[src/design/srtd_pkg.sv]
// shared types, constants and codes for the step rate timer divider
package srtd_pkg;

  localparam int unsigned CLK_W   = 28;
  localparam int unsigned MSTEP_W = 9;
  localparam int unsigned LIMIT_W = 16;
  localparam int unsigned SPEED_W = 16;
  localparam int unsigned CFG_W   = 28;
  localparam int unsigned NUM_W   = 39;  // clock_hz * 1600 < 2^39
  localparam int unsigned DEN_W   = 25;  // speed * microsteps < 2^25
  localparam int unsigned LIM_W   = 41;  // period_limit * den < 2^41
  localparam int unsigned DIV_W   = 17;  // divisor up to 65536
  localparam int unsigned SHF_W   = LIM_W + DIV_W;
  localparam int unsigned MUL_A_W = 28;
  localparam int unsigned MUL_B_W = 25;

  localparam logic [MUL_B_W-1:0] K_SCALE0    = MUL_B_W'(1600);
  localparam logic [MUL_B_W-1:0] K_SCALE1    = MUL_B_W'(10);
  localparam logic [DIV_W:0]     MAX_DIVISOR = (DIV_W+1)'(65536);
  localparam logic [15:0]        PERIOD_SAT  = 16'hffff;

  localparam logic [CLK_W-1:0]   CLOCK_HZ_RST = CLK_W'(72000000);
  localparam logic [MSTEP_W-1:0] MSTEP_RST    = MSTEP_W'(16);
  localparam logic [LIMIT_W-1:0] LIMIT_RST    = LIMIT_W'(60000);

  typedef enum logic [1:0] {
    REG_CLOCK_HZ = 2'd0,
    REG_MSTEP    = 2'd1,
    REG_LIMIT    = 2'd2
  } reg_index_t;

  typedef enum logic [1:0] {
    STATUS_OK        = 2'd0,
    STATUS_ZERO_RATE = 2'd1,
    STATUS_OVERFLOW  = 2'd2
  } status_t;

  typedef enum logic [3:0] {
    S_IDLE,
    S_MUL_NUM,
    S_MUL_DEN,
    S_MUL_LIM,
    S_DIV1_START,
    S_DIV1_WAIT,
    S_MUL_DD,
    S_DIV2_START,
    S_DIV2_WAIT,
    S_DONE
  } state_t;

  // divider status back to the sequencer
  typedef struct packed {
    logic done;
    logic over;
    logic rem_nz;
  } div_stat_t;

endpackage

[src/design/srtd_if.sv]
// handshake channels for commands, results and register writes
interface srtd_cmd_if import srtd_pkg::*; ();
  logic               valid;
  logic               ready;
  logic [SPEED_W-1:0] speed;
  logic               scale_select;
  logic               clockwise;

  modport source (output valid, output speed, output scale_select, output clockwise,
                  input ready);
  modport sink (input valid, input speed, input scale_select, input clockwise,
                output ready);
endinterface

interface srtd_res_if;
  logic        valid;
  logic        ready;
  logic [15:0] prescaler;
  logic [15:0] period;
  logic        direction_level;
  logic [1:0]  status;

  modport source (output valid, output prescaler, output period, output direction_level,
                  output status, input ready);
  modport sink (input valid, input prescaler, input period, input direction_level,
                input status, output ready);
endinterface

interface srtd_cfg_if import srtd_pkg::*; ();
  logic             valid;
  logic             ready;
  logic [1:0]       index;
  logic [CFG_W-1:0] data;

  modport source (output valid, output index, output data, input ready);
  modport sink (input valid, input index, input data, output ready);
endinterface

[src/design/srtd_div.sv]
// restoring divider, one quotient bit per cycle, with quotient overflow check
module srtd_div import srtd_pkg::*; (
  input  logic             clk,
  input  logic             rst,
  input  logic             start,
  input  logic             long_quot,
  input  logic [NUM_W-1:0] dividend,
  input  logic [LIM_W-1:0] divisor,
  output logic [DIV_W-1:0] quot,
  output div_stat_t        stat
);

  logic             busy;
  logic             done;
  logic [4:0]       cnt;
  logic             over;
  logic [NUM_W-1:0] rem;
  logic [DIV_W-1:0] q;
  logic [SHF_W-1:0] dsh;

  logic [SHF_W-1:0] shifted_c;
  logic             over_c;
  logic             take_c;

  // divisor aligned to the top quotient bit plus one
  assign shifted_c = long_quot ? {divisor, {DIV_W{1'b0}}}
                               : {1'b0, divisor, {(DIV_W-1){1'b0}}};
  assign over_c = {{(SHF_W-NUM_W){1'b0}}, dividend} >= shifted_c;
  assign take_c = {{(SHF_W-NUM_W){1'b0}}, rem} >= dsh;

  always_ff @(posedge clk) begin
    if (rst) begin
      busy <= 1'b0;
      done <= 1'b0;
      cnt  <= '0;
    end else begin
      if (start) begin
        busy <= !over_c;
        done <= over_c;
        cnt  <= long_quot ? 5'(DIV_W) : 5'(DIV_W - 1);
      end else if (busy) begin
        cnt  <= cnt - 5'd1;
        busy <= (cnt != 5'd1);
        done <= (cnt == 5'd1);
      end else begin
        done <= 1'b0;
      end
    end
  end

  always_ff @(posedge clk) begin
    if (start) begin
      over <= over_c;
      rem  <= dividend;
      q    <= '0;
      dsh  <= shifted_c >> 1;
    end else if (busy) begin
      if (take_c) begin
        rem <= rem - dsh[NUM_W-1:0];
      end
      q   <= {q[DIV_W-2:0], take_c};
      dsh <= dsh >> 1;
    end
  end

  assign quot        = q;
  assign stat.done   = done;
  assign stat.over   = over;
  assign stat.rem_nz = (rem != '0);

endmodule

[src/design/step_rate_timer_divider.sv]
// step rate timer divider: one start command in, one timer setting beat out
// sequence: from command accept to result valid, 3 multiplies, the divider steps
//   for the divisor search, 1 multiply and the divider steps for the period (a zero
//   rate ends after the multiplies); the shared multiplier and the divider set its length
// commands: taken one at a time, only in the idle state; a new command is taken while the
//   previous result still waits in the output register
// reset: synchronous, restores clock_hz 72000000, microsteps 16, limit 60000
module step_rate_timer_divider import srtd_pkg::*; (
  input  logic clk,
  input  logic rst,
  srtd_cmd_if.sink   cmd,
  srtd_res_if.source res,
  srtd_cfg_if.sink   cfg
);

  state_t state;
  state_t state_next;

  logic [CLK_W-1:0]   clock_hz;
  logic [MSTEP_W-1:0] microstep_count;
  logic [LIMIT_W-1:0] period_limit;

  logic [SPEED_W-1:0] speed_r;
  logic               scale_r;
  logic               dir_r;
  logic [NUM_W-1:0]   num;
  logic [DEN_W-1:0]   den;
  logic [LIM_W-1:0]   lim;
  logic [DIV_W-1:0]   div;
  logic               over_r;
  logic [15:0]        presc_r;
  logic [15:0]        per_r;
  status_t            status_r;

  logic        res_valid;
  logic [15:0] res_prescaler;
  logic [15:0] res_period;
  logic        res_dir;
  logic [1:0]  res_status;

  logic [MUL_A_W-1:0] mul_a;
  logic [MUL_B_W-1:0] mul_b;
  logic [LIM_W-1:0]   prod;
  logic [LIM_W-1:0]   prod_dd;

  logic               div_start;
  logic               div_long;
  logic [LIM_W-1:0]   div_divisor;
  logic [DIV_W-1:0]   div_quot;
  div_stat_t          div_stat;
  logic [DIV_W:0]     div_ceil;
  logic               out_free;
  logic               cmd_ready;

  assign out_free = !res_valid || res.ready;
  assign prod     = LIM_W'(mul_a * mul_b);
  assign div_ceil = {1'b0, div_quot} + {{DIV_W{1'b0}}, div_stat.rem_nz};

  srtd_div u_div (
    .clk       (clk),
    .rst       (rst),
    .start     (div_start),
    .long_quot (div_long),
    .dividend  (num),
    .divisor   (div_divisor),
    .quot      (div_quot),
    .stat      (div_stat)
  );

  // next state
  always_comb begin
    state_next = state;
    case (state)
      S_IDLE:       if (cmd.valid) state_next = S_MUL_NUM;
      S_MUL_NUM:    state_next = S_MUL_DEN;
      S_MUL_DEN:    state_next = S_MUL_LIM;
      S_MUL_LIM:    state_next = (den == '0) ? S_DONE : S_DIV1_START;
      S_DIV1_START: state_next = (num == '0) ? S_MUL_DD : S_DIV1_WAIT;
      S_DIV1_WAIT:  if (div_stat.done) state_next = S_MUL_DD;
      S_MUL_DD:     state_next = S_DIV2_START;
      S_DIV2_START: state_next = S_DIV2_WAIT;
      S_DIV2_WAIT:  if (div_stat.done) state_next = S_DONE;
      S_DONE:       if (out_free) state_next = S_IDLE;
      default:      state_next = S_IDLE;
    endcase
  end

  // control outputs and shared multiplier operands
  always_comb begin
    cmd_ready   = 1'b0;
    div_start   = 1'b0;
    div_long    = 1'b0;
    div_divisor = lim;
    mul_a       = '0;
    mul_b       = '0;
    case (state)
      S_IDLE: cmd_ready = 1'b1;
      S_MUL_NUM: begin
        mul_a = clock_hz;
        mul_b = scale_r ? K_SCALE1 : K_SCALE0;
      end
      S_MUL_DEN: begin
        mul_a = MUL_A_W'(speed_r);
        mul_b = MUL_B_W'(microstep_count);
      end
      S_MUL_LIM: begin
        mul_a = MUL_A_W'(period_limit);
        mul_b = den;
      end
      S_DIV1_START: begin
        div_start = (num != '0);
        div_long  = 1'b1;
      end
      S_MUL_DD: begin
        mul_a = MUL_A_W'(den);
        mul_b = MUL_B_W'(div);
      end
      S_DIV2_START: begin
        div_start   = 1'b1;
        div_divisor = prod_dd;
      end
      default: ;
    endcase
  end

  always_ff @(posedge clk) begin
    if (rst) begin
      state           <= S_IDLE;
      clock_hz        <= CLOCK_HZ_RST;
      microstep_count <= MSTEP_RST;
      period_limit    <= LIMIT_RST;
      res_valid       <= 1'b0;
    end else begin
      state <= state_next;
      if (cfg.valid) begin
        case (cfg.index)
          REG_CLOCK_HZ: clock_hz        <= cfg.data[CLK_W-1:0];
          REG_MSTEP:    microstep_count <= cfg.data[MSTEP_W-1:0];
          REG_LIMIT:    period_limit    <= cfg.data[LIMIT_W-1:0];
          default: ;
        endcase
      end
      if (state == S_DONE && out_free) begin
        res_valid <= 1'b1;
      end else if (res.ready) begin
        res_valid <= 1'b0;
      end
    end
  end

  // datapath registers
  always_ff @(posedge clk) begin
    case (state)
      S_IDLE: begin
        if (cmd.valid) begin
          speed_r <= cmd.speed;
          scale_r <= cmd.scale_select;
          dir_r   <= cmd.clockwise;
        end
      end
      S_MUL_NUM: num <= prod[NUM_W-1:0];
      S_MUL_DEN: den <= prod[DEN_W-1:0];
      S_MUL_LIM: begin
        lim      <= prod;
        presc_r  <= '0;
        per_r    <= '0;
        status_r <= STATUS_ZERO_RATE;
      end
      S_DIV1_START: begin
        if (num == '0) begin
          div    <= DIV_W'(1);
          over_r <= 1'b0;
        end
      end
      S_DIV1_WAIT: begin
        if (div_stat.done) begin
          if (div_stat.over || div_ceil > MAX_DIVISOR) begin
            div    <= MAX_DIVISOR[DIV_W-1:0];
            over_r <= 1'b1;
          end else if (div_ceil == '0) begin
            div    <= DIV_W'(1);
            over_r <= 1'b0;
          end else begin
            div    <= div_ceil[DIV_W-1:0];
            over_r <= 1'b0;
          end
        end
      end
      S_MUL_DD: prod_dd <= prod;
      S_DIV2_WAIT: begin
        if (div_stat.done) begin
          presc_r  <= 16'(div - DIV_W'(1));
          per_r    <= div_stat.over ? PERIOD_SAT : div_quot[15:0];
          status_r <= over_r ? STATUS_OVERFLOW : STATUS_OK;
        end
      end
      default: ;
    endcase
    if (state == S_DONE && out_free) begin
      res_prescaler <= presc_r;
      res_period    <= per_r;
      res_dir       <= dir_r;
      res_status    <= status_r;
    end
  end

  assign cmd.ready           = cmd_ready;
  assign cfg.ready           = 1'b1;
  assign res.valid           = res_valid;
  assign res.prescaler       = res_prescaler;
  assign res.period          = res_period;
  assign res.direction_level = res_dir;
  assign res.status          = res_status;

endmodule

[src/flat_wrapper.sv]
// flat-port wrapper written by rule: the top's interface ports become plain ports
module step_rate_timer_divider_flat import srtd_pkg::*;
  (clk, rst, cmd_valid, cmd_speed, cmd_scale_select, cmd_clockwise, cmd_ready, res_valid, res_prescaler, res_period, res_direction_level, res_status, res_ready, cfg_valid, cfg_index, cfg_data, cfg_ready);
  srtd_cmd_if cmd_i ();
  srtd_res_if res_i ();
  srtd_cfg_if cfg_i ();
  input  logic clk;
  input  logic rst;
  input wire logic [$bits(cmd_i.valid)-1:0] cmd_valid;
  input wire logic [$bits(cmd_i.speed)-1:0] cmd_speed;
  input wire logic [$bits(cmd_i.scale_select)-1:0] cmd_scale_select;
  input wire logic [$bits(cmd_i.clockwise)-1:0] cmd_clockwise;
  output wire logic [$bits(cmd_i.ready)-1:0] cmd_ready;
  output wire logic [$bits(res_i.valid)-1:0] res_valid;
  output wire logic [$bits(res_i.prescaler)-1:0] res_prescaler;
  output wire logic [$bits(res_i.period)-1:0] res_period;
  output wire logic [$bits(res_i.direction_level)-1:0] res_direction_level;
  output wire logic [$bits(res_i.status)-1:0] res_status;
  input wire logic [$bits(res_i.ready)-1:0] res_ready;
  input wire logic [$bits(cfg_i.valid)-1:0] cfg_valid;
  input wire logic [$bits(cfg_i.index)-1:0] cfg_index;
  input wire logic [$bits(cfg_i.data)-1:0] cfg_data;
  output wire logic [$bits(cfg_i.ready)-1:0] cfg_ready;
  assign cmd_i.valid = cmd_valid;
  assign cmd_i.speed = cmd_speed;
  assign cmd_i.scale_select = cmd_scale_select;
  assign cmd_i.clockwise = cmd_clockwise;
  assign cmd_ready = cmd_i.ready;
  assign res_valid = res_i.valid;
  assign res_prescaler = res_i.prescaler;
  assign res_period = res_i.period;
  assign res_direction_level = res_i.direction_level;
  assign res_status = res_i.status;
  assign res_i.ready = res_ready;
  assign cfg_i.valid = cfg_valid;
  assign cfg_i.index = cfg_index;
  assign cfg_i.data = cfg_data;
  assign cfg_ready = cfg_i.ready;
  step_rate_timer_divider u_core (.clk(clk), .rst(rst), .cmd(cmd_i), .res(res_i), .cfg(cfg_i));
endmodule
[config.mk]
export PLATFORM = sky130hd
export DESIGN_NAME = step_rate_timer_divider_flat
export DESIGN_NICKNAME = d
export VERILOG_FILES = /design/src/design/srtd_pkg.sv /design/src/design/srtd_if.sv /design/src/design/srtd_div.sv /design/src/design/step_rate_timer_divider.sv /design/src/flat_wrapper.sv
export SDC_FILE = /design/constraint.sdc
export NUM_CORES = 2
export LEC_CHECK = 0
export ABC_AREA = 0
export CORE_MARGIN = 10
export CORE_UTILIZATION = 51
export DETAILED_ROUTE_END_ITERATION = 7
export DONT_BUFFER_PORTS = 1
export GPL_ROUTABILITY_DRIVEN = 1
export PLACE_DENSITY_LB_ADDON = 0.1
export SLEW_MARGIN = 40
export SYNTH_ARGS = -nofsm -noshare
export SYNTH_HDL_FRONTEND = slang
export SYNTH_SLANG_ARGS = --single-unit
[constraint.sdc]
create_clock -name clk -period 28.9 [get_ports clk]
set_clock_uncertainty 0.05 [all_clocks]
set_input_delay 5.78 -clock clk [delete_from_list [all_inputs] [get_ports clk]]
set_output_delay 5.78 -clock clk [all_outputs]
set_load 0.02 [all_outputs]
# --- Word level (Yosys, flattened, before mapping) ---
# Index checks and enable logic that the tools add are counted.
totals:
  input_bits: 53
  latchBits: 0
  mem_count: 0
  ram_bits: 0
  regBits: 430
  mem_bits_ro: 0
classes:
  n_bitwise: 0
  n_reduce_logical: 25
  div: 0
  n_eq_ne: 18
  shift: 0
  muxes: 46
  n_lt_le_gt_ge: 3
  n_mul: 1
  addsub: 4
op_table:
  columns: ["cell", "count"]
  rows:
  - ["two-way mux 39 bit", 3]
  - ["two-way mux 57 bit", 2]
  - ["one-hot mux 28 bit (4 select lines)", 1]
  - ["one-hot mux 25 bit (4 select lines)", 1]
  - ["nonzero test 39 bit", 2]
  - ["two-way mux 17 bit", 4]
  - ["one-hot mux 16 bit (2 select lines)", 2]
  - [">= comparator 39 x 58 -> 1 bit", 1]
  - ["two-way mux 58 bit", 1]
  - [">= comparator 39 x 57 -> 1 bit", 1]
  - ["two-way mux 16 bit", 3]
  - ["multiplier 28 x 25 -> 41 bit", 1]
  - ["two-way mux 41 bit", 1]
  - ["one-hot mux 4 bit (10 select lines)", 1]
  - ["logical NOT 39 bit", 1]
  - ["subtractor 39 bit", 1]
  - ["one-hot mux 17 bit (2 select lines)", 1]
  - ["logical NOT 25 bit", 1]
  - ["two-way mux 4 bit", 5]
  - ["adder 17 x 1 -> 18 bit", 1]
  - ["> comparator 18 x 17 -> 1 bit (second input constant)", 1]
  - ["logical NOT 18 bit", 1]
  - ["== test 4 x 3 -> 1 bit (second input constant)", 4]
  - ["subtractor 16 x 1 -> 16 bit (second input constant)", 1]
  - ["25 further kinds", 56]

# --- Logic depth before layout (Yosys ltp) ---
depth:
  word_depth: 7
  ltp_mapped: 32
  mapped_depth_nobuf: 28

# --- Hierarchy ---
# A second synthesis with hierarchy kept.
unflattened:
  hier_cells: 4083
  hier_area_um2: 39850.7
by_module_without_submodules:
  columns: ["module", "instances", "cells_per_inst", "area_each_um2"]
  rows:
  - ["step_rate_timer_divider", 1, 3118, 31086.1]
  - ["srtd_div", 1, 965, 8764.7]

# --- Worst setup path before layout ---
# No wires, ideal clock.
synth_timing:
  kind: "register -> register"
  startpoint: "reg u_core.state[3]"
  endpoint: "reg u_core.lim[39] (data pin)"
  setup_time_ps: 271
  period_less_slack_ps: 9063
  path_buffers: 3
  arrival_ps: 8742
  slack_ps: 19837
  path_stages_with_launch: 28
  path_cell_list: "dfxtp_1 buf_2 nand2b_1 nor2_1 clkbuf_1 clkbuf_1 a22oi_1 nor2_1 fa_1 fa_1 inv_1 fa_1 fa_1 inv_1 fa_1 fa_1 inv_1 fa_1 inv_1 ha_1 nand4_1 or3_1 o31ai_4 a31oi_2 o31a_1 o21bai_1 o41ai_1 xnor2_1"
synth_via:
  elab_chain_len: 3
  elab_cells_between_ends: 7
  classes_between: "mul (1); eq/ne (4); mux (2)"
synth_rtl:
  columns: ["element", "line_no", "rtl"]
  rows:
  - ["start: declaration", "step_rate_timer_divider.sv:16", "state_t state;"]
  - ["start signal: assignment", "step_rate_timer_divider.sv:134", "state <= state_next;"]
  - ["== test 4 x 3 -> 1 bit, or another cell as far along", "step_rate_timer_divider.sv:96", "case (state)"]
  - ["one-hot mux 28 bit (4 select lines) / one-hot mux 25 bit (4 select lines) (equally long branches)", "step_rate_timer_divider.sv:96", null]
  - ["multiplier 28 x 25 -> 41 bit *", "step_rate_timer_divider.sv:56", "assign prod = LIM_W'(mul_a * mul_b);"]
  - ["named net u_core.prod[39]", "step_rate_timer_divider.sv:43", "logic [LIM_W-1:0] prod;"]
  - ["end signal: assignment", "step_rate_timer_divider.sv:164", "lim <= prod;"]
  - ["end: declaration", "step_rate_timer_divider.sv:28", "logic [LIM_W-1:0] lim;"]
# The timed path passes the listed nets; every way through them passes the cells marked *.
# A chain may end at the register's enable or synchronous reset.

# --- Worst setup path in the final report ---
layout_timing:
  startpoint: "reg u_core.state[1]"
  endpoint: "reg u_core.prod_dd[39] (data pin)"
layout_via:
  elab_chain_len: 3
  elab_cells_between_ends: 7
  classes_between: "mul (1); eq/ne (4); mux (2)"
layout_rtl:
  columns: ["element", "line_no", "rtl"]
  rows:
  - ["== test 4 x 3 -> 1 bit, or another cell as far along", "step_rate_timer_divider.sv:96", null]
  - ["one-hot mux 28 bit (4 select lines) / one-hot mux 25 bit (4 select lines) (equally long branches)", "step_rate_timer_divider.sv:96", null]
  - ["multiplier 28 x 25 -> 41 bit *", "step_rate_timer_divider.sv:56", null]
  - ["named net u_core.prod[39]", "step_rate_timer_divider.sv:43", null]
  - ["end signal: assignment", "step_rate_timer_divider.sv:189", "S_MUL_DD: prod_dd <= prod;"]
  - ["end: declaration", "step_rate_timer_divider.sv:44", "logic [LIM_W-1:0] prod_dd;"]
# Marked as above.

==> metrics.log <==
INFO  metric outcome = finished clean
INFO  metric cts-resized-gates = 0
INFO  metric timing.critical_path.slowest_cell_delay = 0.80 ns
INFO  metric synth_simple_gate_area_share = 0.1579
INFO  metric syn_avg_cell_area = 9.578 sq um
INFO  metric hold_path.startpoint = u_core.presc_r[6]
INFO  metric total_routed_length = 115000 microns
INFO  metric worst_hold_path_type = register to register
INFO  metric final_nets = 4839
INFO  metric grt_setup_unrepaired = false
INFO  metric detail_route.wl_per_cell = 22.43 microns
INFO  metric portBuffers = 0
INFO  metric worstHoldPathCells = 0
INFO  metric die_height = 297.5 microns
INFO  metric drt_iter0_drcs = 2664
INFO  metric pin_count_of_the_biggest_net_entering_global_routing = 97
INFO  metric cts_h_tree_depth = 2
INFO  metric grt_pass1_vias = 29113
INFO  metric clk_pin_slew = 0.08 ns
INFO  metric ys_types = 96
INFO  metric max-clock-path-buffers = 3
INFO  metric cts-root-buf = clkbuf_16
INFO  metric final.min_clock_period = 9.817 ns
INFO  metric r2r_end = u_core.prod_dd[39]
INFO  metric cp.buffers_inverters = 7
INFO  metric critical_path_arrival = 10.11 ns
INFO  metric setup.reg_to_reg.worst_slack = 19.08 ns
INFO  metric layout.cell_area.non_filler = 0.04204 sq mm
INFO  metric power.ir.vdd_worst = 0.06549 mV
INFO  metric totalPowerFinal = 0.002459 W
INFO  metric critical_path.startpoint_type = register
INFO  metric initial_antenna_violation_count = 1
INFO  metric min_delay_worst_endpoint = u_core.res.prescaler[6]
INFO  metric ys_seq_area_frac = 0.3079
INFO  metric floorplan.io_pins = 91
INFO  metric power_per_cell_area = 58.48 mW/mm^2
INFO  metric share_of_synthesized_cell_area_in_full_adder_half_adder_and_majority_cells = 0.3342
INFO  metric final.setup.tns = 0 ns
INFO  metric num_rows = 101
INFO  metric highest_count_cells_in_the_layout_ignoring_fill_and_taps = nand2_1 (698), inv_1 (692), fa_1 (533)
INFO  metric synthesis.yosys.warnings = 0
INFO  metric tightestPinTransition = 0.9384 ns
INFO  metric synth_flop_cell = edfxtp_1
INFO  metric detail-route-antenna-nets = 0
INFO  metric worst_path_dominant_cell_family = adder cells
INFO  metric timing.setup.critical_path_class = register to register
INFO  metric drive_gt1_frac = 0.04811
INFO  metric start_util = 0.5162
INFO  metric dpl_cell_area = 0.04043 sq mm
INFO  metric cts_post_setup_buffers_inserted = 0
INFO  metric timing.fmax = 101.9 MHz
INFO  metric crit_slowest_cell = a221o_1
INFO  metric report.final.hold_viol_count = 0
INFO  metric netlist_area = 0.03927 sq mm
INFO  metric slew_viol_final = 0
INFO  metric route.detailed.drc = 0
INFO  metric synth.ff_latch_count = 430
INFO  metric final_util = 0.5526
INFO  metric globalRouteTotalUtil = 0.2621
INFO  metric finalCritPeriodShare = 0.3397
INFO  metric final_common_cell = nand2_1
INFO  metric dominant_combinational_cell_family_by_area_after_synthesis = adder cells
INFO  metric viasPerCell = 5.581
INFO  metric post_synth_inst_count = 4100
INFO  metric timing.critical_path.fanout_max = 44
INFO  metric timing.critical_path.mode_cell = fa_1
INFO  metric cellLeakagePower = 18.41 nW
INFO  metric dpl.hpwl = 89000 microns
INFO  metric synth-edff-count = 348
INFO  metric r2r_path_start = u_core.state[1]
INFO  metric hold_slack = 0.3589 ns
INFO  metric maxCapViolations = 0
INFO  metric hold_buffers = 0
INFO  metric share_of_the_synthesized_netlist_area_taken_by_xor_and_xnor_gates = 0.02453
INFO  metric clock_insertion_delay_worst_skew = 0.61 ns
INFO  metric synth.mux.area_fraction = 0.009463
INFO  metric num_vias = 28609
INFO  metric async_flop_share = 0
INFO  metric gr-total-overflow = 0
INFO  metric grt_first_pass_wirelength = 177900 microns
INFO  metric finalWeightedCongestion = 0.9615
INFO  metric worst_slew_margin_rel = 0.3742
INFO  metric core_area = 0.07608 sq mm
INFO  metric worstRegToRegCells = 28
INFO  metric cts_buffers = 47
INFO  metric fillCellCount = 6928
INFO  metric critPathRequiredTime = 29.20 ns
INFO  metric drt_first_pass_iters = 6
INFO  metric die_area = 0.08850 sq mm
INFO  metric die_w = 297.5 microns
INFO  metric tritoncts = yes
INFO  metric critical_path.endpoint_type = register
INFO  metric timing.final.setup_violations = 0
INFO  metric area_delta_synth_final = 7.060%
INFO  metric synth-compound-area-share = 0.07851
INFO  metric clock-sinks = 430
[worst reg2reg max path: cells and delay by family, from the launching register on]
kind	cells	cell delay (ns)
buffers and inverters	7	1.07
adder cells (fa/ha/maj)	8	3.91
AND/OR/NAND/NOR	6	2.07
AO/OA/AOI/OAI	6	2.01
XOR/XNOR	1	0.16
flip-flops	1	0.29
[layer usage]
metal / vias to the layer above / track usage / share of wire
met5: - / 0 / 0
met4: 0 / 0.1236 / 0.057
met3: 258 / 0.04612 / 0.082
met2: 1132 / 0.4206 / 0.46
met1: 14241 / 0.3422 / 0.40
li1: 12978 / - / -
[report_power, final]
part,internal (W),leakage (nW),switching (W),total (W)
registers,0.000794,3.87,0.0000608,0.000855
logic,0.000326,13.8,0.000659,0.000985
clock network,0.000350,0.779,0.000269,0.000619
[cells in the mapped netlist, types with 58 or more instances]
cell	count	share of area
nand2_1	700	0.067
ha_1	196	0.062
edfxtp_1	348	0.27
xnor2_1	68	0.015
a21oi_1	130	0.017
clkbuf_1	153	0.015
nand3_1	58	0.0074
inv_1	692	0.066
fa_1	533	0.27
nor2_1	403	0.039
o21ai_0	110	0.014
dfxtp_1	82	0.042
[worst max-delay path by stage]
stage	start	to	slack [ns]	depth (start not counted)
2_1_floorplan	u_core.state[3]	u_core.lim[39]	19.84	27
3_3_place_gp	u_core.state[1]	u_core.lim[39]	19.17	28
3_5_place_dp	u_core.state[1]	u_core.prod_dd[39]	19.02	28
4_1_cts	u_core.state[1]	u_core.prod_dd[39]	19.00	28
5_1_grt	u_core.state[1]	u_core.lim[37]	18.54	30
6_report	u_core.state[1]	u_core.prod_dd[39]	19.08	28
[layout make-up]
type	count	area, sq um	area share
Sequential cell	430	12090	0.2876
Clock buffer	57	1244	0.02958
Tap cell	1030	1289	0.03065
Antenna cell	1	2.502	0.00005952
Inverter	694	2608	0.06202
Multi-Input combinational cell	2829	24050	0.5721
Clock inverter	30	339.1	0.008065
Timing Repair Buffer	55	416.7	0.009910
[flip-flops by register name, indices dropped and copies added, names as in the netlist, 2 cells and up]
| register | cells |
|---|---|
| u_core.res.period | 16 |
| u_core.period_limit | 16 |
| u_core.per_r | 16 |
| u_core.num | 39 |
| u_core.div | 17 |
| u_core.prod_dd | 41 |
| u_core.clock_hz | 28 |
| u_core.res.prescaler | 16 |
| u_core.u_div.dsh | 57 |
| u_core.u_div.cnt | 5 |
| u_core.presc_r | 16 |
| u_core.u_div.quot | 17 |
| u_core.speed_r | 16 |
| u_core.den | 25 |
| u_core.u_div.rem | 39 |
| u_core.lim | 41 |
| u_core.microstep_count | 9 |
| u_core.state | 4 |
| u_core.status_r | 2 |
| u_core.res.status | 2 |
[logic make-up after synthesis]
family,after synthesis
other,2
xor gates and xnor gates,110
muxes,36
and+or+nand+nor,1428
buffers and inverters,895
adders and majority gates,729
AOI/OAI and AO/OA,470
DFF,430
[stage by stage]
step                std cells  worst slack, ns
detailed placement       5038            19.02
finish                   5126            19.08
floorplan                4154            19.84
CTS                      5125            19.00
global placement         5036            19.17
global route             5125            18.54
Power figures use the tool's default switching activity.
